<file path="config.mk">
export PLATFORM = sky130hd
export DESIGN_NAME = servo_status_packet_receiver
export DESIGN_NICKNAME = d
export VERILOG_FILES = /design/src/rtl/core/ssp_pkg.sv /design/src/rtl/core/ssp_ram.sv /design/src/rtl/core/ssp_ctrl.sv /design/src/rtl/core/ssp_dp.sv /design/src/rtl/core/servo_status_packet_receiver.sv
export SDC_FILE = /design/constraint.sdc
export NUM_CORES = 1
export LEC_CHECK = 0
export BUFFER_PORTS_ARGS = -buffer_cell sky130_fd_sc_hd__buf_2
export CORE_AREA = 2 2 212 214
export CTS_CLUSTER_SIZE = 10
export DETAILED_ROUTE_END_ITERATION = 8
export DIE_AREA = 0 0 214 216
export GPL_TIMING_DRIVEN = 0
export HOLD_SLACK_MARGIN = 0.08
export PLACE_DENSITY_LB_ADDON = 0.1
export SYNTH_ARGS = -nofsm -noshare
export SYNTH_HDL_FRONTEND = slang
export SYNTH_SLANG_ARGS = --single-unit
</file>
<file path="constraint.sdc">
create_clock -name clk -period 4.25 [get_ports clk]
set_clock_uncertainty 0.05 [all_clocks]
set_input_delay 0.425 -clock clk [delete_from_list [all_inputs] [get_ports clk]]
set_output_delay 0.425 -clock clk [all_outputs]
set_load 0.02 [all_outputs]
</file>
<file path="src/rtl/core/ssp_pkg.sv">
// Package for the servo status packet receiver.
// Constants, codes, phase and sequencer types, controller/datapath structs.
// No dependencies.
`default_nettype none

package ssp_pkg;

    localparam int MAX_BODY   = 32;
    localparam int BODY_AW    = $clog2(MAX_BODY);
    localparam int ELAPSED_W  = 20;
    localparam int MIN_LEN    = 2;

    localparam logic [ELAPSED_W-1:0] ELAPSED_MAX   = '1;
    localparam logic [ELAPSED_W-1:0] TIMEOUT_RESET = 20'd3000;
    localparam logic [7:0]           HDR_BYTE      = 8'hFF;

    localparam logic [1:0] OP_ARM  = 2'd0;
    localparam logic [1:0] OP_BYTE = 2'd1;
    localparam logic [1:0] OP_TICK = 2'd2;

    localparam logic [2:0] CODE_OK       = 3'd0;
    localparam logic [2:0] CODE_NO_HDR   = 3'd1;
    localparam logic [2:0] CODE_TIMEOUT  = 3'd2;
    localparam logic [2:0] CODE_BAD_LEN  = 3'd3;
    localparam logic [2:0] CODE_CHECKSUM = 3'd4;
    localparam logic [2:0] CODE_WRONG_ID = 3'd5;

    typedef enum logic [2:0] {
        PH_IDLE,
        PH_HUNT,
        PH_ID,
        PH_LEN,
        PH_BODY
    } phase_t;

    typedef enum logic [1:0] {
        SQ_IN,
        SQ_RD,
        SQ_PAR,
        SQ_STAT
    } seq_t;

    typedef struct packed {
        logic       arm;
        logic       tick;
        logic       hunt_byte;
        logic       take_id;
        logic       take_len;
        logic       take_body;
        logic       set_pend;
        logic       finish;
        logic       rd;
        logic       load_param;
        logic       load_status;
        logic [2:0] code;
    } ssp_cmd_t;

    typedef struct packed {
        logic tmo_zero;
        logic inc_ge;
        logic inc_gt;
        logic el_ge;
        logic byte_ff;
        logic prev_ff;
        logic len_ok;
        logic last_body;
        logic ck_ok;
        logic id_ok;
        logic n_zero;
        logic last_param;
        logic out_free;
    } ssp_stat_t;

endpackage

`default_nettype wire

</file>
<file path="src/rtl/core/ssp_ram.sv">
// Generic single-write, single-read RAM with registered read data.
// No dependencies.
`default_nettype none

module ssp_ram #(
    parameter int WIDTH = 8,
    parameter int DEPTH = 32
) (
    input  wire logic                     clk,
    input  wire logic                     we,
    input  wire logic [$clog2(DEPTH)-1:0] waddr,
    input  wire logic [WIDTH-1:0]         wdata,
    input  wire logic                     re,
    input  wire logic [$clog2(DEPTH)-1:0] raddr,
    output      logic [WIDTH-1:0]         rdata
);

    logic [WIDTH-1:0] mem_reg [DEPTH];

    always_ff @(posedge clk)
    begin
        if (we)
        begin
            mem_reg[waddr] <= wdata;
        end
        if (re)
        begin
            rdata <= mem_reg[raddr];
        end
    end

endmodule

`default_nettype wire

</file>
<file path="src/rtl/core/ssp_ctrl.sv">
// Controller: packet phase and result sequencer for the status receiver.
// Depends on ssp_pkg; drives ssp_dp through ssp_cmd_t.
`default_nettype none

module ssp_ctrl (
    input  wire logic               clk,
    input  wire logic               rst_n,
    input  wire logic               s_tvalid,
    output      logic               s_tready,
    input  wire logic [1:0]         opcode,
    input  wire ssp_pkg::ssp_stat_t stat,
    output      ssp_pkg::ssp_cmd_t  cmd
);

    import ssp_pkg::*;

    phase_t     phase_reg, phase_next;
    seq_t       seq_reg, seq_next;
    logic       in_acc;
    logic       ev_fail;
    logic       ev_finish;
    logic [2:0] ev_code;

    assign s_tready = (seq_reg == SQ_IN);
    assign in_acc   = s_tvalid && s_tready;

    // event decode for the accepted item
    always_comb
    begin
        ev_fail   = 1'b0;
        ev_finish = 1'b0;
        ev_code   = CODE_OK;
        if (opcode == OP_ARM)
        begin
            ev_fail = stat.tmo_zero;
            ev_code = CODE_NO_HDR;
        end
        else if (opcode == OP_TICK && phase_reg != PH_IDLE)
        begin
            if (phase_reg == PH_HUNT)
            begin
                ev_fail = stat.inc_ge;
                ev_code = CODE_NO_HDR;
            end
            else
            begin
                ev_fail = stat.inc_gt;
                ev_code = CODE_TIMEOUT;
            end
        end
        else if (opcode == OP_BYTE)
        begin
            unique case (phase_reg)
                PH_HUNT:
                begin
                    ev_fail = stat.el_ge;
                    ev_code = CODE_NO_HDR;
                end
                PH_LEN:
                begin
                    ev_fail = !stat.len_ok;
                    ev_code = CODE_BAD_LEN;
                end
                PH_BODY:
                begin
                    if (stat.last_body)
                    begin
                        if (!stat.ck_ok)
                        begin
                            ev_fail = 1'b1;
                            ev_code = CODE_CHECKSUM;
                        end
                        else if (!stat.id_ok)
                        begin
                            ev_fail = 1'b1;
                            ev_code = CODE_WRONG_ID;
                        end
                        else
                        begin
                            ev_finish = 1'b1;
                        end
                    end
                end
                default:
                begin
                end
            endcase
        end
    end

    // next state
    always_comb
    begin
        phase_next = phase_reg;
        seq_next   = seq_reg;
        unique case (seq_reg)
            SQ_IN:
            begin
                if (in_acc)
                begin
                    if (ev_fail)
                    begin
                        phase_next = PH_IDLE;
                        seq_next   = SQ_STAT;
                    end
                    else if (ev_finish)
                    begin
                        phase_next = PH_IDLE;
                        seq_next   = stat.n_zero ? SQ_STAT : SQ_RD;
                    end
                    else if (opcode == OP_ARM)
                    begin
                        phase_next = PH_HUNT;
                    end
                    else if (opcode == OP_BYTE)
                    begin
                        unique case (phase_reg)
                            PH_HUNT:
                            begin
                                if (stat.byte_ff && stat.prev_ff)
                                begin
                                    phase_next = PH_ID;
                                end
                            end
                            PH_ID:   phase_next = PH_LEN;
                            PH_LEN:  phase_next = PH_BODY;
                            default: phase_next = phase_reg;
                        endcase
                    end
                end
            end
            SQ_RD:   seq_next = SQ_PAR;
            SQ_PAR:
            begin
                if (stat.out_free)
                begin
                    seq_next = stat.last_param ? SQ_STAT : SQ_RD;
                end
            end
            SQ_STAT:
            begin
                if (stat.out_free)
                begin
                    seq_next = SQ_IN;
                end
            end
            default: seq_next = SQ_IN;
        endcase
    end

    // commands
    always_comb
    begin
        cmd      = '0;
        cmd.code = ev_code;
        unique case (seq_reg)
            SQ_IN:
            begin
                if (in_acc)
                begin
                    cmd.set_pend = ev_fail || ev_finish;
                    cmd.finish   = ev_finish;
                    if (opcode == OP_ARM)
                    begin
                        cmd.arm = 1'b1;
                    end
                    else if (opcode == OP_TICK && phase_reg != PH_IDLE)
                    begin
                        cmd.tick = 1'b1;
                    end
                    else if (opcode == OP_BYTE && !ev_fail)
                    begin
                        cmd.hunt_byte = (phase_reg == PH_HUNT);
                        cmd.take_id   = (phase_reg == PH_ID);
                        cmd.take_len  = (phase_reg == PH_LEN);
                        cmd.take_body = (phase_reg == PH_BODY);
                    end
                end
            end
            SQ_RD:   cmd.rd          = 1'b1;
            SQ_PAR:  cmd.load_param  = stat.out_free;
            SQ_STAT: cmd.load_status = stat.out_free;
            default:
            begin
            end
        endcase
    end

    always_ff @(posedge clk or negedge rst_n)
    begin
        if (!rst_n)
        begin
            phase_reg <= PH_IDLE;
            seq_reg   <= SQ_IN;
        end
        else
        begin
            phase_reg <= phase_next;
            seq_reg   <= seq_next;
        end
    end

`ifndef SYNTHESIS
    a_idle_while_emit: assert property (@(posedge clk) disable iff (!rst_n)
        (seq_reg != SQ_IN) |-> (phase_reg == PH_IDLE))
        else $error("packet phase active during result emission");
    a_fail_to_status: assert property (@(posedge clk) disable iff (!rst_n)
        (in_acc && ev_fail) |=> (seq_reg == SQ_STAT))
        else $error("failure did not lead to status result");
    a_load_when_free: assert property (@(posedge clk) disable iff (!rst_n)
        (cmd.load_param || cmd.load_status) |-> stat.out_free)
        else $error("output register overwritten");
`endif

endmodule

`default_nettype wire

</file>
<file path="src/rtl/core/ssp_dp.sv">
// Datapath: timeout counter, header/id/length/checksum registers, body RAM
// and output register. Depends on ssp_pkg and ssp_ram; commanded by ssp_ctrl.
`default_nettype none

module ssp_dp (
    input  wire logic                            clk,
    input  wire logic                            rst_n,
    input  wire logic                            cfg_we,
    input  wire logic [ssp_pkg::ELAPSED_W-1:0]   cfg_data,
    input  wire logic [7:0]                      data_byte,
    input  wire logic [7:0]                      expected_id,
    input  wire logic [4:0]                      out_limit,
    input  wire ssp_pkg::ssp_cmd_t               cmd,
    output      ssp_pkg::ssp_stat_t              stat,
    output      logic                            m_tvalid,
    input  wire logic                            m_tready,
    output      logic [23:0]                     m_tdata,
    output      logic                            m_tuser,
    output      logic                            m_tlast
);

    import ssp_pkg::*;

    logic [ELAPSED_W-1:0] tmo_reg;
    logic [ELAPSED_W-1:0] elapsed_reg;
    logic [ELAPSED_W-1:0] elapsed_inc;
    logic                 prev_ff_reg;
    logic [7:0]           want_id_reg;
    logic [4:0]           limit_reg;
    logic [7:0]           got_id_reg;
    logic [BODY_AW:0]     body_len_reg;
    logic [BODY_AW:0]     byte_pos_reg;
    logic [7:0]           run_sum_reg;
    logic [2:0]           pend_code_reg;
    logic [4:0]           pend_cnt_reg;
    logic [4:0]           emit_idx_reg;
    logic [4:0]           emit_n_reg;
    logic [4:0]           np;
    logic [4:0]           n_emit;
    logic [7:0]           rdata;
    logic                 m_valid_reg;
    logic                 m_user_reg;
    logic                 m_last_reg;
    logic [7:0]           m_byte_reg;
    logic [4:0]           m_idx_reg;
    logic [2:0]           m_code_reg;
    logic [4:0]           m_cnt_reg;

    assign elapsed_inc = (elapsed_reg == ELAPSED_MAX) ? elapsed_reg
                                                      : elapsed_reg + 1'b1;
    assign np     = 5'(body_len_reg - (BODY_AW+1)'(MIN_LEN));
    assign n_emit = (np < limit_reg) ? np : limit_reg;

    always_comb
    begin
        stat.tmo_zero   = (tmo_reg == '0);
        stat.inc_ge     = (elapsed_inc >= tmo_reg);
        stat.inc_gt     = (elapsed_inc > tmo_reg);
        stat.el_ge      = (elapsed_reg >= tmo_reg);
        stat.byte_ff    = (data_byte == HDR_BYTE);
        stat.prev_ff    = prev_ff_reg;
        stat.len_ok     = (data_byte >= 8'(MIN_LEN)) && (data_byte <= 8'(MAX_BODY));
        stat.last_body  = ((byte_pos_reg + 1'b1) >= body_len_reg);
        stat.ck_ok      = (~run_sum_reg == data_byte);
        stat.id_ok      = (got_id_reg == want_id_reg);
        stat.n_zero     = (n_emit == '0);
        stat.last_param = ((emit_idx_reg + 1'b1) == emit_n_reg);
        stat.out_free   = !m_valid_reg || m_tready;
    end

    ssp_ram #(
        .WIDTH(8),
        .DEPTH(MAX_BODY)
    ) u_body (
        .clk  (clk),
        .we   (cmd.take_body),
        .waddr(byte_pos_reg[BODY_AW-1:0]),
        .wdata(data_byte),
        .re   (cmd.rd),
        .raddr(BODY_AW'(emit_idx_reg + 1'b1)),
        .rdata(rdata)
    );

    always_ff @(posedge clk or negedge rst_n)
    begin
        if (!rst_n)
        begin
            tmo_reg      <= TIMEOUT_RESET;
            elapsed_reg  <= '0;
            prev_ff_reg  <= 1'b0;
            want_id_reg  <= '0;
            limit_reg    <= '0;
            got_id_reg   <= '0;
            body_len_reg <= '0;
            byte_pos_reg <= '0;
            run_sum_reg  <= '0;
            pend_code_reg <= CODE_OK;
            pend_cnt_reg <= '0;
            emit_idx_reg <= '0;
            emit_n_reg   <= '0;
            m_valid_reg  <= 1'b0;
        end
        else
        begin
            if (cfg_we)
            begin
                tmo_reg <= cfg_data;
            end
            if (cmd.arm)
            begin
                want_id_reg  <= expected_id;
                limit_reg    <= out_limit;
                elapsed_reg  <= '0;
                prev_ff_reg  <= 1'b0;
                got_id_reg   <= '0;
                body_len_reg <= '0;
                byte_pos_reg <= '0;
                run_sum_reg  <= '0;
            end
            if (cmd.tick)
            begin
                elapsed_reg <= elapsed_inc;
            end
            if (cmd.hunt_byte)
            begin
                prev_ff_reg <= stat.byte_ff && !prev_ff_reg;
            end
            if (cmd.take_id)
            begin
                got_id_reg  <= data_byte;
                run_sum_reg <= data_byte;
            end
            if (cmd.take_len)
            begin
                body_len_reg <= data_byte[BODY_AW:0];
                run_sum_reg  <= run_sum_reg + data_byte;
                byte_pos_reg <= '0;
            end
            if (cmd.take_body)
            begin
                byte_pos_reg <= byte_pos_reg + 1'b1;
                run_sum_reg  <= run_sum_reg + data_byte;
            end
            if (cmd.set_pend)
            begin
                pend_code_reg <= cmd.code;
                pend_cnt_reg  <= cmd.finish ? np : 5'd0;
                emit_n_reg    <= cmd.finish ? n_emit : 5'd0;
                emit_idx_reg  <= '0;
            end
            if (cmd.load_param)
            begin
                emit_idx_reg <= emit_idx_reg + 1'b1;
            end
            if (cmd.load_param || cmd.load_status)
            begin
                m_valid_reg <= 1'b1;
            end
            else if (m_tready)
            begin
                m_valid_reg <= 1'b0;
            end
        end
    end

    always_ff @(posedge clk)
    begin
        if (cmd.load_param)
        begin
            m_user_reg <= 1'b0;
            m_last_reg <= 1'b0;
            m_byte_reg <= rdata;
            m_idx_reg  <= emit_idx_reg;
            m_code_reg <= CODE_OK;
            m_cnt_reg  <= pend_cnt_reg;
        end
        else if (cmd.load_status)
        begin
            m_user_reg <= 1'b1;
            m_last_reg <= 1'b1;
            m_byte_reg <= '0;
            m_idx_reg  <= '0;
            m_code_reg <= pend_code_reg;
            m_cnt_reg  <= pend_cnt_reg;
        end
    end

    assign m_tvalid = m_valid_reg;
    assign m_tuser  = m_user_reg;
    assign m_tlast  = m_last_reg;
    assign m_tdata  = {3'b000, m_cnt_reg, m_code_reg, m_idx_reg, m_byte_reg};

`ifndef SYNTHESIS
    a_pos_bound: assert property (@(posedge clk) disable iff (!rst_n)
        byte_pos_reg <= body_len_reg || body_len_reg == '0)
        else $error("body position past length");
    a_cnt_bound: assert property (@(posedge clk) disable iff (!rst_n)
        (pend_cnt_reg <= 5'(MAX_BODY - MIN_LEN)) && (emit_n_reg <= pend_cnt_reg))
        else $error("parameter count out of range");
    a_emit_bound: assert property (@(posedge clk) disable iff (!rst_n)
        cmd.rd |-> (emit_idx_reg < emit_n_reg))
        else $error("parameter read beyond emit count");
`endif

endmodule

`default_nettype wire

</file>
<file path="src/rtl/core/servo_status_packet_receiver.sv">
// Servo-bus status packet receiver, top level.
// Instantiates ssp_ctrl and ssp_dp; depends on ssp_pkg.
//
// An arm transfer (tuser 0) latches the expected id and the parameter limit
// and starts a header hunt; byte transfers (tuser 1) and microsecond ticks
// (tuser 2) then drive the parse. A transfer that ends the transaction blocks
// input until its results are out: a failure gives one status transfer, a
// verified reply gives up to out_limit parameter transfers, each a body RAM
// read and then an output register load, then the status transfer with tlast.
// The body RAM needs no clearing after reset. Output back-pressure stalls the
// result sequence.
`default_nettype none

module servo_status_packet_receiver (
    input  wire logic                          clk,
    input  wire logic                          rst_n,
    input  wire logic                          cfg_we,
    input  wire logic [ssp_pkg::ELAPSED_W-1:0] cfg_data,   // timeout_ticks
    input  wire logic                          s_tvalid,
    output      logic                          s_tready,
    input  wire logic [23:0]                   s_tdata,    // data_byte, expected_id, out_limit
    input  wire logic [1:0]                    s_tuser,    // opcode
    output      logic                          m_tvalid,
    input  wire logic                          m_tready,
    output      logic [23:0]                   m_tdata,    // param_byte, param_index,
                                                           // status_code, param_count
    output      logic                          m_tuser,    // is_status
    output      logic                          m_tlast     // last
);

    import ssp_pkg::*;

    ssp_cmd_t  cmd;
    ssp_stat_t stat;

    ssp_ctrl u_ctrl (
        .clk     (clk),
        .rst_n   (rst_n),
        .s_tvalid(s_tvalid),
        .s_tready(s_tready),
        .opcode  (s_tuser),
        .stat    (stat),
        .cmd     (cmd)
    );

    ssp_dp u_dp (
        .clk        (clk),
        .rst_n      (rst_n),
        .cfg_we     (cfg_we),
        .cfg_data   (cfg_data),
        .data_byte  (s_tdata[7:0]),
        .expected_id(s_tdata[15:8]),
        .out_limit  (s_tdata[20:16]),
        .cmd        (cmd),
        .stat       (stat),
        .m_tvalid   (m_tvalid),
        .m_tready   (m_tready),
        .m_tdata    (m_tdata),
        .m_tuser    (m_tuser),
        .m_tlast    (m_tlast)
    );

endmodule

`default_nettype wire
</file>
Yosys cells after proc, flatten, opt, wreduce, memory -nomap -nowiden
Memory sizes are Yosys's and may differ from the RTL's. A register that Yosys moved wholly into a read port is not among the register bits.
Index checks and enable logic that the tools add are counted.
{ "totals": {"ff_bits": 128, "ram_bits": 256, "in_bits": 51, "out_inout_bits": 28, "word_cells": 160, "memories": 1} }
{ "classes": {"add_sub_neg": 5, "n_lt_le_gt_ge": 7, "n_eq_ne": 19, "n_mux": 75, "bitwise": 1, "reduce_logical": 31} }
{ "memory_table": {"columns": ["name", "depth", "width", "rd", "rd_ports_with_merged_regs", "write_ports", "line", "source"], "rows": [
  ["u_dp.u_body.mem_reg", 32, 8, 1, 1, 1, "ssp_ram.sv:18", "logic [WIDTH-1:0] mem_reg [DEPTH];"]
]} }
{ "op_table": {"columns": ["op", "count"], "rows": [
  ["$mux 8", 8],
  ["$mux 20", 3],
  ["$mux 5", 10],
  ["$ge 20x20->1", 2],
  ["$mux 3", 11],
  ["$mux 1", 25],
  ["$mux 6", 4],
  ["$add 20x1->20 const B", 1],
  ["$eq 20x20->1 const B", 1],
  ["$gt 20x20->1", 1],
  ["$logic_not 20->1", 1],
  ["$pmux 3 s3", 2],
  ["$eq 8x8->1", 2],
  ["$mux 2", 8],
  ["$reduce_bool 2->1", 7],
  ["$add 8x8->8", 1],
  ["$eq 8x8->1 const B", 1],
  ["$ge 8x2->1 const B", 1],
  ["$le 8x6->1 const B", 1],
  ["$mux 4", 2],
  ["$not 8->8", 1],
  ["$pmux 2 s4", 1],
  ["$reduce_bool 4->1", 2],
  ["$add 6x1->6 const B", 1],
  ["24 further kinds", 41]
]} }

Longest topological paths before layout
Gate-level depths: netlist of run 1.
{ "depth": {"ltp_word": 19, "depth_mapped": 18, "depth_no_buf": 17} }

Cells and area by module
Synthesis of run 1 repeated with hierarchy kept, for this count alone.
{ "hier_totals": {"cells_unflattened": 1227, "area_unflattened_um2": 17920.9} }
{ "by_module_without_submodules": {"columns": ["mod", "n_inst", "cells_per_inst", "area_per_inst_um2", "seq_area_each_um2"], "rows": [
  ["ssp_ram", 1, 417, 10133.5, 7927.6],
  ["ssp_dp", 1, 731, 7198.2, 3156.8],
  ["ssp_ctrl", 1, 79, 589.3, 125.1]
]} }

Worst setup path before layout of run 1
No wires, ideal clock.
{ "synth_path": {"path_type": "register to register", "startpoint": "register u_dp.elapsed_reg[0]", "endpoint": "memory u_dp.u_body.mem_reg[11][0], enable pin", "setup_ns": 0.332, "arrival_ns": 4.334, "t_required_ns": 3.868, "setup_slack_ns": -0.466, "path_stages_with_launch": 18, "path_buffers": 2, "period_less_slack_ns": 4.716, "cell_sequence": "dfrtp_1 ha_1 nand3_1 nor3_1 a2111oi_0 and3_1 and3_1 xor2_1 ha_1 a21oi_1 nand2_1 a221oi_1 o2111ai_1 and2_1 a211oi_1 buf_2 buf_2 and3_1"} }
{ "synth_between": {"elab_chain_cells": 15, "word_cells_on_any_way": 20, "classes_between": "1 x add/sub; 3 x order compare; 1 x eq/ne; 13 x mux; 2 x reduce/logical"} }
{ "synth_lines": {"columns": ["item", "line", "source"], "rows": [
  ["start: declaration", "ssp_dp.sv:25", "logic [ELAPSED_W-1:0] elapsed_reg;"],
  ["start signal: assignment", "ssp_dp.sv:122", "elapsed_reg <= elapsed_inc;"],
  ["$add 20x1->20 or $eq 20x20->1 (tied branches)", "ssp_dp.sv:50, ssp_dp.sv:49", null],
  ["$mux 20", "ssp_dp.sv:49", "assign elapsed_inc = (elapsed_reg == ELAPSED_MAX) ? elapsed_reg"],
  ["$gt 20x20->1 or $ge 20x20->1 (tied branches)", "ssp_dp.sv:58, ssp_dp.sv:57", null],
  ["$mux 1", "ssp_ctrl.sv:40", "if (phase_reg == PH_HUNT)"],
  ["$mux 1 (*)", "ssp_ctrl.sv:38", "else if (opcode == OP_TICK && phase_reg != PH_IDLE)"],
  ["$mux 1 (*)", "ssp_ctrl.sv:33", "if (opcode == OP_ARM)"],
  ["$logic_not 1->1 (*)", "ssp_ctrl.sv:171", "else if (opcode == OP_BYTE && !ev_fail)"],
  ["$logic_and 1x1->1 (*)", "ssp_ctrl.sv:171", null],
  ["$mux 4 (*)", "ssp_ctrl.sv:171", null],
  ["$mux 4 (*)", "ssp_ctrl.sv:167", "else if (opcode == OP_TICK && phase_reg != PH_IDLE)"],
  ["$mux 5 (*)", "ssp_ctrl.sv:163", "if (opcode == OP_ARM)"],
  ["$mux 8 (*)", "ssp_ctrl.sv:159", "if (in_acc)"],
  ["$mux 8 (*)", "ssp_ctrl.sv:156", "unique case (seq_reg)"],
  ["$mux 1 (*)", "ssp_ram.sv:22", "if (we)"],
  ["$mux 1 (implied by the code) (*)", "ssp_ram.sv:24", "mem_reg[waddr] <= wdata;"],
  ["end: declaration", "ssp_ram.sv:18", null]
]} }
Mark *: on every way between the ends. The rest lies on a longest branch, timed or not.

Worst setup path after layout of run 1
{ "layout_path": {"startpoint": "register u_dp.elapsed_reg[5]", "endpoint": "memory u_dp.u_body.mem_reg[11][3], enable pin"} }
The elaborated chain is that of the path after synthesis.

==> results of run 1 <==
[path summary, 6_finish.rpt]
path / start / end / slack (ns)
min in group asynchronous: rst_n / u_dp.elapsed_reg[14] / 0.32
worst min-delay path: cfg_we / u_dp.tmo_reg[3] / 0.19
worst min register to register: u_dp.pend_cnt_reg[2] / u_dp.m_cnt_reg[2] / 0.40
max in group asynchronous: rst_n / u_dp.tmo_reg[4] / 3.11
worst max-delay path: u_dp.elapsed_reg[5] / u_dp.u_body.mem_reg[11][3] / 0.04
worst max register to register: u_dp.elapsed_reg[5] / u_dp.u_body.mem_reg[11][3] / 0.04
[cells in the final DEF (no fill, tap or decap), types with 19 or more instances in the layout]
cell type      instances
and3_4                32
o21ai_0               62
nand2_1              130
and3_1                25
edfxtp_1             282
xnor2_1               19
dfrtp_1               87
buf_2                 71
mux4_2                80
inv_1                 50
nor2_1                46
buf_4                 33
dlygate4sd3_1         34
a21oi_1               27
xor2_1                22
ha_1                  62
clkbuf_16             50
clkbuf_1              57
nand3_1               25
[synth_stat cells (3+ instances only)]
cell       number
mux4_2         80
and2_1         10
o2111ai_1       3
edfxtp_1      282
xor2_1         22
nor3b_1         3
nand2b_1       12
a211oi_1        4
o22ai_1         3
a22o_1          8
buf_1           7
and4_1          7
buf_4           4
a21o_1         16
buf_2           6
xnor2_1        22
o21a_1          3
clkbuf_1       40
dfrtp_1        99
nand4_1        14
a21oi_1        27
dfstp_2         7
nor3_1         10
nand2_1       131
mux2_2         18
nand3_1        28
a221oi_1        3
ha_1           64
nor2_1         50
o31ai_1         9
nor3_2          3
mux2i_1         7
a221o_1         8
a31oi_1         6
o21ai_0        64
nor2b_1         8
dfxtp_1         4
nor4_1         11
and3_1         59
and3b_1         3
inv_1          50
o21ai_1        10
[logic make-up (layout without fill, tap and decap cells)]
kind of cell	count (synthesis)	in the layout	share of synthesized area
adder cells (fa/ha/maj)	65	65	0.0460
buffers and inverters	107	322	0.0238
flip-flops	392	392	0.628
XOR/XNOR	44	44	0.0216
AND/OR/NAND/NOR	356	356	0.100
AO/OA/AOI/OAI	177	177	0.0636
other	1	3	0.000210
multiplexers	105	105	0.116
[routing by layer]
metal / wire [um] / track usage / part of all wire
met3: 1780 / 0.0352 / 0.039
met2: 22000 / 0.331 / 0.48
met5: 0 / 0 / 0
met4: 1170 / 0.0608 / 0.026
met1: 20500 / 0.273 / 0.45
[stage by stage]
step	setup TNS [ns]	instances
after floorplan	0	1249
after global placement	-354.95	1910
after detailed placement	-352.16	1911
after CTS	-1.11	2047
after global routing	-24.03	2056
final	0	2056
[power groups by stage]
stage          sequential, W  combinational [W]  clock (W)
5_1_grt              0.00469            0.00442    0.00396
2_1_floorplan        0.00471            0.00266          0
3_5_place_dp         0.00473            0.00407          0
3_3_place_gp         0.00472            0.00403          0
6_report             0.00465            0.00407    0.00370
4_1_cts              0.00465            0.00415    0.00378
[worst register-to-register path, delay by kind of cell (launching register included)]
kind	cells	cell delay, ns
flip-flops	1	0.44
adder cells (fa/ha/maj)	1	0.32
AO/OA/AOI/OAI	3	0.49
buffers and inverters	3	0.52
XOR/XNOR	1	0.14
AND/OR/NAND/NOR	9	1.93
[layout make-up]
type / count / share of cell area
Clock buffer: 76 / 0.0633
Inverter: 50 / 0.00876
Tap cell: 592 / 0.0346
Clock inverter: 6 / 0.00210
Sequential cell: 392 / 0.524
Timing Repair Buffer: 136 / 0.0466
Buffer: 54 / 0.0123
Multi-Input combinational cell: 750 / 0.308
[repair_timing]
action	CTS	global route
hold endpoints to repair	84	0
gates cloned	0	2
pin swaps	14	13
hold buffers	34	0
setup buffers	23	7
endpoints found under the setup margin	300	300
resized for setup	90	20
==> run_results.csv, run 1 <==
group,metric,value,unit
run_status,status,"finished clean",
critical_path,crit_required,4.47,ns
global_route,grt_max_degree,56,
layout,multi_input_area,6610,um^2
route,vias_per_cell,5.34,
critical_path,r2r_cells,17,
global_route,grtUsageTotal,0.201,
floorplan,fp.dieW,214,um
layout,final_cell_area,21400,um^2
sta,clock.fmax,237,MHz
floorplan,core_area,43800,um^2
layout,area_growth,20.1,%
logic_synthesis,syn_area,17800,um^2
power,peakVddDrop,0.395,mV
clock_tree,clock_sinks,392,
placement,gp_congestion,0.843,
layout,drive_above_1_share,0.244,
logic_synthesis,ys_types,59,
clock_tree,cts.path.max_buffers,3,
global_route,overflow,0,
logic_synthesis,yosysWarningCount,0,
route,ant_nets,0,
critical_path,cp_cell_sequence,"nand4_1 -> buf_4 -> nor3_4 -> a2111oi_4 -> and3_4 -> and3_4 -> xor2_1 -> ha_1 -> and4_4 -> and4_4 -> and3_1 -> o21ai_1 -> and2_4 -> a211oi_4 -> buf_6 -> clkbuf_16 -> and3_4",
power,p_int,0.00839,W
layout,register_area,11200,um^2
logic_synthesis,synth-edff-count,282,
power,swShare,0.325,
power,seqPwrFrac,0.374,
logic_synthesis,yosysSeqAreaShare,0.628,
layout,nNetsFinal,1547,
floorplan,ios,79,
floorplan,initial_core_util,0.407,
clock_tree,insertion_delay,0.58,ns
placement,port-buffer-count,69,
power,p_leak,8.24,nW
logic_synthesis,syn-mean-instance-area,14.3,um^2
logic_synthesis,synth_cells,1247,
layout,fillers,3847,
clock_tree,htree_num_levels,2,
clock_tree,cts_buffers,47,
route,drt-initial-drc-count,717,
placement,dpl_cell_area,19000,um^2
logic_synthesis,synth-seq-cells,392,
sta,post-route-period-util,0.991,
global_route,antenna_found_initial,1,
clock_tree,cts.reportedPaths.clkPinSlew,0.06,ns
critical_path,cp_slowest_cell,"dfrtp_2",
power,power,0.0124,W
critical_path,crit_type,"flip-flop to flip-flop",
sta,worst_pin_slew,1.23,ns
placement,dp_hpwl,30800,um
sta,max_slew_margin,0.178,
clock_tree,cts-root-buf,"clkbuf_16",
critical_path,critPathMaxFanout,8,
route,wire_per_inst,22.1,um
critical_path,critPathBufInv,3,
route,via_count,11000,
placement,place_ws,-1.33,ns
power,clkPwrFrac,0.298,
floorplan,row_count,77,
sta,hold_ws,0.188,ns
global_route,grt_first_pass_wirelength,70200,um
floorplan,dieArea,46200,um^2
sta,fin_ws,0.0378,ns
power,p_comb_frac,0.328,
flow_run,cap_violations,0,
critical_path,path_common_cell,"and3_4",
hold_path,hold_depth,3,
route,drc,0,
sta,hold_viol,0,
critical_path,crit_path_end_kind,"flip-flop",
critical_path,worst-path-stages,17,
logic_synthesis,synth_area_leader_cell,"edfxtp_1",
route,detail_route.first_pass.iterations,7,
power,switchingPower,0.00403,W
power,power_density,580,nW/um^2
sta,rsz0062_at_grt,"yes",
global_route,first_global_vias,11500,
critical_path,cpPeakStageDelay,0.44,ns
critical_path,start_kind,"flip-flop",
logic_synthesis,synth_top_cell_area_share,0.475,
floorplan,die_h,216,um
sta,setup_viol_count_final,0,
critical_path,cp_data_arrival_time,4.43,ns
logic_synthesis,synth-main-ff-cell,"edfxtp_1",
sta,final_max_slew_viol_count,0,
layout,largest_reg_flops,256,
layout,post-route-util,0.489,
hold_path,hold_path.class,"input pin to flip-flop",
logic_synthesis,synthArstFlopShare,0.270,
sta,min_period,4.21,ns
logic_synthesis,synth_area_leaders,"edfxtp_1, dfrtp_1, mux4_2",
layout,diodes,0,
clock_tree,cts_tree,"built",
route,drt-total-wl,45500,um
critical_path,cp_top_family,"simple AND/OR/NAND/NOR gates",
Power figures use the tool's default switching activity.
==> run 2, diff against run 1 <==
- CELL_PAD_IN_SITES_DETAIL_PLACEMENT: unset -> 1
- CELL_PAD_IN_SITES_GLOBAL_PLACEMENT: unset -> 1
==> run 2 against run 1 <==
The flow now finishes with violations (setup timing). Global-route usage increased by 1.7 points. Clock power decreased by 2%. Via count increased by 2.3%. Count of clock-buffer cells in the layout decreased by 5. Routed wire length increased by 8.2%. Hold slack improved by 0.042 ns. Sequential share of layout area increased by 0.17 points. Sequential power about the same. Non-clock buffer count unchanged. Critical path type unchanged.
==> run_results.csv, run 2 (same netlist as run 1, synthesis figures left out) <==
group,metric,value,unit
clock_tree,htree_num_levels,2,
clock_tree,cts-root-buf,"clkbuf_16",
flow_run,cap_violations,0,
layout,nNetsFinal,1547,
floorplan,row_count,77,
route,drt-total-wl,49200,um
route,dr_wl_met2,24300,um
placement,dp_hpwl,33200,um
layout,area_growth,19.7,%
layout,diodes,0,
global_route,overflow,0,
sta,min_period,4.25,ns
run_status,violations,"setup timing",
power,power,0.0125,W
critical_path,critPathMaxFanout,10,
power,peakVddDrop,0.285,mV
layout,final_common_cell,"edfxtp_1",
critical_path,crit_required,4.46,ns
global_route,grt_max_degree,71,
clock_tree,insertion_delay,0.57,ns
floorplan,core_area,43800,um^2
route,vias_per_cell,5.47,
hold_path,hold_path.class,"input pin to flip-flop",
layout,layout_common_cells,"edfxtp_1, nand2_1, dfrtp_1",
route,drt-initial-drc-count,778,
sta,hold_viol,0,
clock_tree,clock_sinks,392,
placement,port-buffer-count,69,
clock_tree,cts_buffers,47,
floorplan,die_h,216,um
sta,post-route-period-util,1.00,
sta,setup_tns,-0.00283,ns
route,ant_nets,0,
route,wire_per_inst,24.0,um
sta,rsz0062_at_grt,"yes",
floorplan,dieArea,46200,um^2
run_status,status,"finished, violations left",
sta,max_slew_margin,0.127,
global_route,antenna_found_initial,0,
layout,largest_reg_flops,256,
route,dr.max_layer_used,"met4",
power,p_leak,8.22,nW
sta,final_max_slew_viol_count,0,
global_route,grt_first_pass_wirelength,76200,um
global_route,grtUsageTotal,0.218,
layout,fillers,4356,
floorplan,fp.dieW,214,um
sta,worst_pin_slew,1.30,ns
sta,clock.fmax,235,MHz
placement,place_ws,-1.33,ns
floorplan,ios,79,
floorplan,initial_core_util,0.407,
layout,post-route-util,0.487,
sta,fin_ws,-0.00201,ns
placement,gp_congestion,0.783,
route,met1_length,22400,um
route,wl_met3,1570,um
critical_path,crit_path_end_kind,"flip-flop",
critical_path,cp_data_arrival_time,4.46,ns
layout,drive_above_1_share,0.245,
critical_path,start_kind,"flip-flop",
route,detail_route.first_pass.iterations,5,
critical_path,crit_type,"flip-flop to flip-flop",
route,via_count,11200,
sta,setup_viol_count_final,3,
route,drc,0,
clock_tree,cts.path.max_buffers,3,
power,power_density,583,nW/um^2
global_route,first_global_vias,12100,
clock_tree,cts.reportedPaths.clkPinSlew,0.06,ns
clock_tree,cts_tree,"built",
## run 2: cell count changes in the layout (fill, tap and decap cells not counted), sizes merged
cell,delta
buf,+1
clkinv,+2
clkbuf,-6
inv,+1
clkinvlp,-1
## run 2: stage by stage
stage          cell area (um^2)  cells  hold WS, ns
6_report                  21400   2053        0.230
3_5_place_dp              19000   1911        0.310
2_1_floorplan             17900   1249       0.0794
3_3_place_gp              19000   1910        0.385
5_1_grt                   21400   2053        0.240
4_1_cts                   21200   2047        0.199
## run 2: final timing paths
kind / endpoint / from / cells past startpoint / slack (ns)
worst max-delay path: u_dp.u_body.mem_reg[22][7] / u_dp.elapsed_reg[0] / 17 / -0.002
worst min-delay path: u_dp.tmo_reg[17] / cfg_we / 2 / 0.23
worst max register to register: u_dp.u_body.mem_reg[22][7] / u_dp.elapsed_reg[0] / 17 / -0.002
worst min register to register: u_dp.m_cnt_reg[1] / u_dp.pend_cnt_reg[1] / 0 / 0.41
max in group asynchronous: u_dp.tmo_reg[11] / rst_n / 3 / 3.12
min in group asynchronous: u_dp.elapsed_reg[8] / rst_n / 2 / 0.29
## run 2: area by class of cell
| cell class | instances | area, um^2 | area share |
|---|---|---|---|
| Buffer | 53 | 254 | 0.0119 |
| Clock buffer | 71 | 1310 | 0.0612 |
| Clock inverter | 8 | 55.1 | 0.00258 |
| Inverter | 50 | 188 | 0.00879 |
| Multi-Input combinational cell | 750 | 6610 | 0.309 |
| Sequential cell | 392 | 11200 | 0.526 |
| Tap cell | 592 | 741 | 0.0347 |
| Timing Repair Buffer | 137 | 981 | 0.0459 |
## run 2: worst max-delay path, cell delays in order, from the launching register on
cell       delay [ns]
dfrtp_1          0.41
ha_4             0.19
nand3_4          0.08
nor3_4           0.06
a2111oi_4        0.39
and3_1           0.25
and3_4           0.20
xor2_1           0.16
ha_1             0.29
a21oi_1          0.14
nand2_1          0.08
a221oi_2         0.32
o2111ai_2        0.19
and2_4           0.23
a211oi_4         0.27
buf_6            0.17
buf_6            0.15
and3_4           0.30
## run 2: metal layers
layer,vias up,global-route usage
li1,5117,-
met1,5869,0.301
met4,0,0.0517
met5,-,0
met2,176,0.368
met3,62,0.0299
## run 2: where the power goes
| group | internal [W] | switching, W |
|---|---|---|
| Clock | 0.00211 | 0.00153 |
| Combinational | 0.00178 | 0.00238 |
| Sequential | 0.00445 | 0.000206 |
## run 2: timing repair
item                                    4_1_cts  5_1_grt
hold endpoints to repair                     69        0
cloned                                        1        0
pin swaps                                    18        2
hold buffers                                 34        0
endpoints found under the setup margin      300      305
resized for setup                            95       18
setup buffers                                25        7
==> run 3, diff against run 2 <==
- ABC_AREA: unset -> 1
- CORE_AREA: 2 2 212 214 -> 2 2 213 215
- DIE_AREA: 0 0 214 216 -> 0 0 215 217
==> run 3 against run 2 <==
The run still ends with setup timing left. Utilization rose by 1.4 points. Power fell by 1.2%. Synthesized cell count rose by 35%. Hold slack got worse by 0.12 ns. Fmax fell by 0.80%. Sequential share of layout area fell by 2.5 points. Cell count rose by 24%. Critical path type unchanged. Highest routed layer unchanged.
==> run_results.csv, run 3 <==
group,metric,value,unit
run_status,status,"finished, violations left",
run_status,violations,"setup timing",
logic_synthesis,syn-mean-instance-area,10.7,um^2
floorplan,ios,79,
clock_tree,cts.path.max_buffers,3,
placement,dpl_cell_area,19300,um^2
sta,fin_ws,-0.0363,ns
critical_path,critPathMaxFanout,8,
layout,nNetsFinal,2034,
route,drt-initial-drc-count,653,
route,via_count,13700,
logic_synthesis,synth_area_leaders,"edfxtp_1, dfrtp_1, o21ai_0",
power,peakVddDrop,0.302,mV
logic_synthesis,yosysSeqAreaShare,0.620,
global_route,overflow,0,
logic_synthesis,synth_area_leader_cell,"edfxtp_1",
critical_path,cp_top_family,"simple AND/OR/NAND/NOR gates",
global_route,antenna_found_initial,0,
logic_synthesis,synthArstFlopShare,0.270,
logic_synthesis,ys_types,55,
logic_synthesis,netlist_top_cells_count,"edfxtp_1, nor2_1, nand2_1, o21ai_0, inv_1",
layout,post-route-util,0.502,
logic_synthesis,yosysWarningCount,0,
floorplan,dieArea,46700,um^2
critical_path,reg2reg_from,"u_dp.elapsed_reg[1]",
placement,gp_congestion,0.824,
clock_tree,insertion_delay,0.60,ns
placement,place_ws,-0.986,ns
critical_path,cp-startpoint,"u_dp.elapsed_reg[1]",
clock_tree,cts_tree,"built",
critical_path,crit_path_end_kind,"flip-flop",
hold_path,hold_path.class,"input pin to flip-flop",
floorplan,fp.dieW,215,um
flow_run,cap_violations,0,
power,power_density,549,nW/um^2
critical_path,cp_slowest_cell,"dfrtp_1",
clock_tree,cts.reportedPaths.clkPinSlew,0.06,ns
layout,final_cell_area,22400,um^2
placement,dp_hpwl,36900,um
floorplan,row_count,78,
layout,diodes,0,
route,drc,0,
critical_path,crit_required,4.49,ns
critical_path,start_kind,"flip-flop",
sta,clock.fmax,233,MHz
logic_synthesis,synth_cells,1688,
logic_synthesis,synth_top_cell_area_share,0.468,
critical_path,cpPeakStageDelay,0.41,ns
floorplan,initial_core_util,0.404,
clock_tree,htree_num_levels,2,
floorplan,die_h,217,um
clock_tree,cts_buffers,46,
floorplan,core_area,44700,um^2
global_route,grt_max_degree,62,
sta,min_period,4.29,ns
route,wire_per_inst,21.4,um
global_route,grtUsageTotal,0.234,
logic_synthesis,yosys.cell_count.top_type,"edfxtp_1",
power,p_leak,8.64,nW
route,vias_per_cell,5.36,
route,ant_nets,0,
route,detail_route.first_pass.iterations,5,
global_route,first_global_vias,14500,
critical_path,crit_type,"flip-flop to flip-flop",
logic_synthesis,synth-main-ff-cell,"edfxtp_1",
power,power,0.0123,W
route,drt-total-wl,54600,um
sta,worst_pin_slew,1.22,ns
layout,drive_above_1_share,0.180,
sta,max_slew_margin,0.181,
sta,setup_viol_count_final,50,
hold_path,hp-start,"s_tdata[19]",
layout,area_growth,24.1,%
clock_tree,cts-root-buf,"clkbuf_16",
global_route,grt_first_pass_wirelength,84100,um
sta,rsz0062_at_grt,"yes",
sta,hold_viol,0,
sta,final_max_slew_viol_count,0,
critical_path,critPathBufInv,6,
critical_path,cp_data_arrival_time,4.53,ns
clock_tree,clock_sinks,392,
logic_synthesis,synth-edff-count,282,
layout,layout_common_cells,"edfxtp_1, nand2_1, nor2_1",
sta,post-route-period-util,1.01,
logic_synthesis,synth-seq-cells,392,
layout,largest_reg_flops,256,
critical_path,path_common_cell,"nand2_4",
logic_synthesis,syn_area,18100,um^2
placement,port-buffer-count,71,
layout,final_common_cell,"edfxtp_1",
[run 3: area by class of cell]
type                            instances  area, um^2
Clock buffer                           80        1300
Buffer                                 68         299
Fill cell                            4928       22300
Inverter                              152         611
Timing Repair inverter                  1        11.3
Timing Repair Buffer                  179        1550
Tap cell                              600         751
Sequential cell                       392       11200
Multi-Input combinational cell       1078        6630
Clock inverter                          5        63.8
[run 3: per-layer routing]
layer  share of wire  up-vias  global-route usage
li1                -     6424                   -
met1            0.43     6847               0.307
met2            0.50      328               0.404
met3           0.045       94              0.0333
met4           0.027        0              0.0756
met5               0        -                   0
[run 3: cell families after synthesis]
group | count (synthesis) | share of synthesized area
and+or+nand+nor | 604 | 0.145
DFF | 392 | 0.620
AOI/OAI and AO/OA | 365 | 0.121
buffers and inverters | 220 | 0.0477
adders and majority gates | 65 | 0.0454
xor gates and xnor gates | 35 | 0.0170
muxes | 6 | 0.00374
other | 1 | 0.000207
[run 3: path summary, 6_finish.rpt]
path                                         endpoint  slack [ns]  cells past startpoint
max in group asynchronous         u_ctrl.phase_reg[0]        3.12                      3
min                                 u_dp.limit_reg[3]        0.11                      3
max reg2reg                u_dp.u_body.mem_reg[20][7]       -0.04                     25
min reg2reg                         u_dp.m_cnt_reg[3]        0.40                      0
max                        u_dp.u_body.mem_reg[20][7]       -0.04                     25
min in group asynchronous            u_dp.tmo_reg[13]        0.31                      2
[run 3: timing repair]
| item | 4_1_cts | 5_1_grt |
|---|---|---|
| gates resized for setup | 109 | 75 |
| gates cloned | 0 | 1 |
| pin swaps | 45 | 48 |
| endpoints found under the hold margin | 77 | 0 |
| hold buffers | 33 | 0 |
| endpoints found under the setup margin | 299 | 306 |
| setup buffers | 56 | 17 |
[run 3: report_power, final]
| part | switching [W] | internal (W) | total [W] |
|---|---|---|---|
| Clock | 0.00159 | 0.00208 | 0.00367 |
| Sequential | 0.000189 | 0.00448 | 0.00467 |
| Combinational | 0.00275 | 0.00123 | 0.00397 |
[run 3: worst register-to-register path, stage by stage (launching register included)]
cell and delay, ns:
dfrtp_1 0.41, buf_6 0.14, inv_6 0.04, nor4_4 0.32, inv_2 0.09, nor2_4 0.12, nand2_4 0.09, buf_6 0.13
o41ai_4 0.33, nand3_2 0.15, ha_4 0.30, nand2_4 0.05, nor2_4 0.17, nand2_4 0.08, nor4_4 0.29, nand2_1 0.09
nand2_1 0.09, nand2_2 0.07, nand2_4 0.09, nand2_8 0.06, nor2_8 0.12, nand2_8 0.09, inv_12 0.12, nand2_8 0.15
nor2_4 0.18, buf_12 0.15
[run 3: per-stage QoR]
stage / TNS, ns / instances / hold slack (ns)
floorplan: 0 / 1690 / 0.0794
global placement: -221.39 / 2361 / 0.385
detailed placement: -230.95 / 2363 / 0.364
CTS: -2.78 / 2537 / 0.0907
global route: -44.85 / 2555 / 0.163
finish: -0.818 / 2555 / 0.112
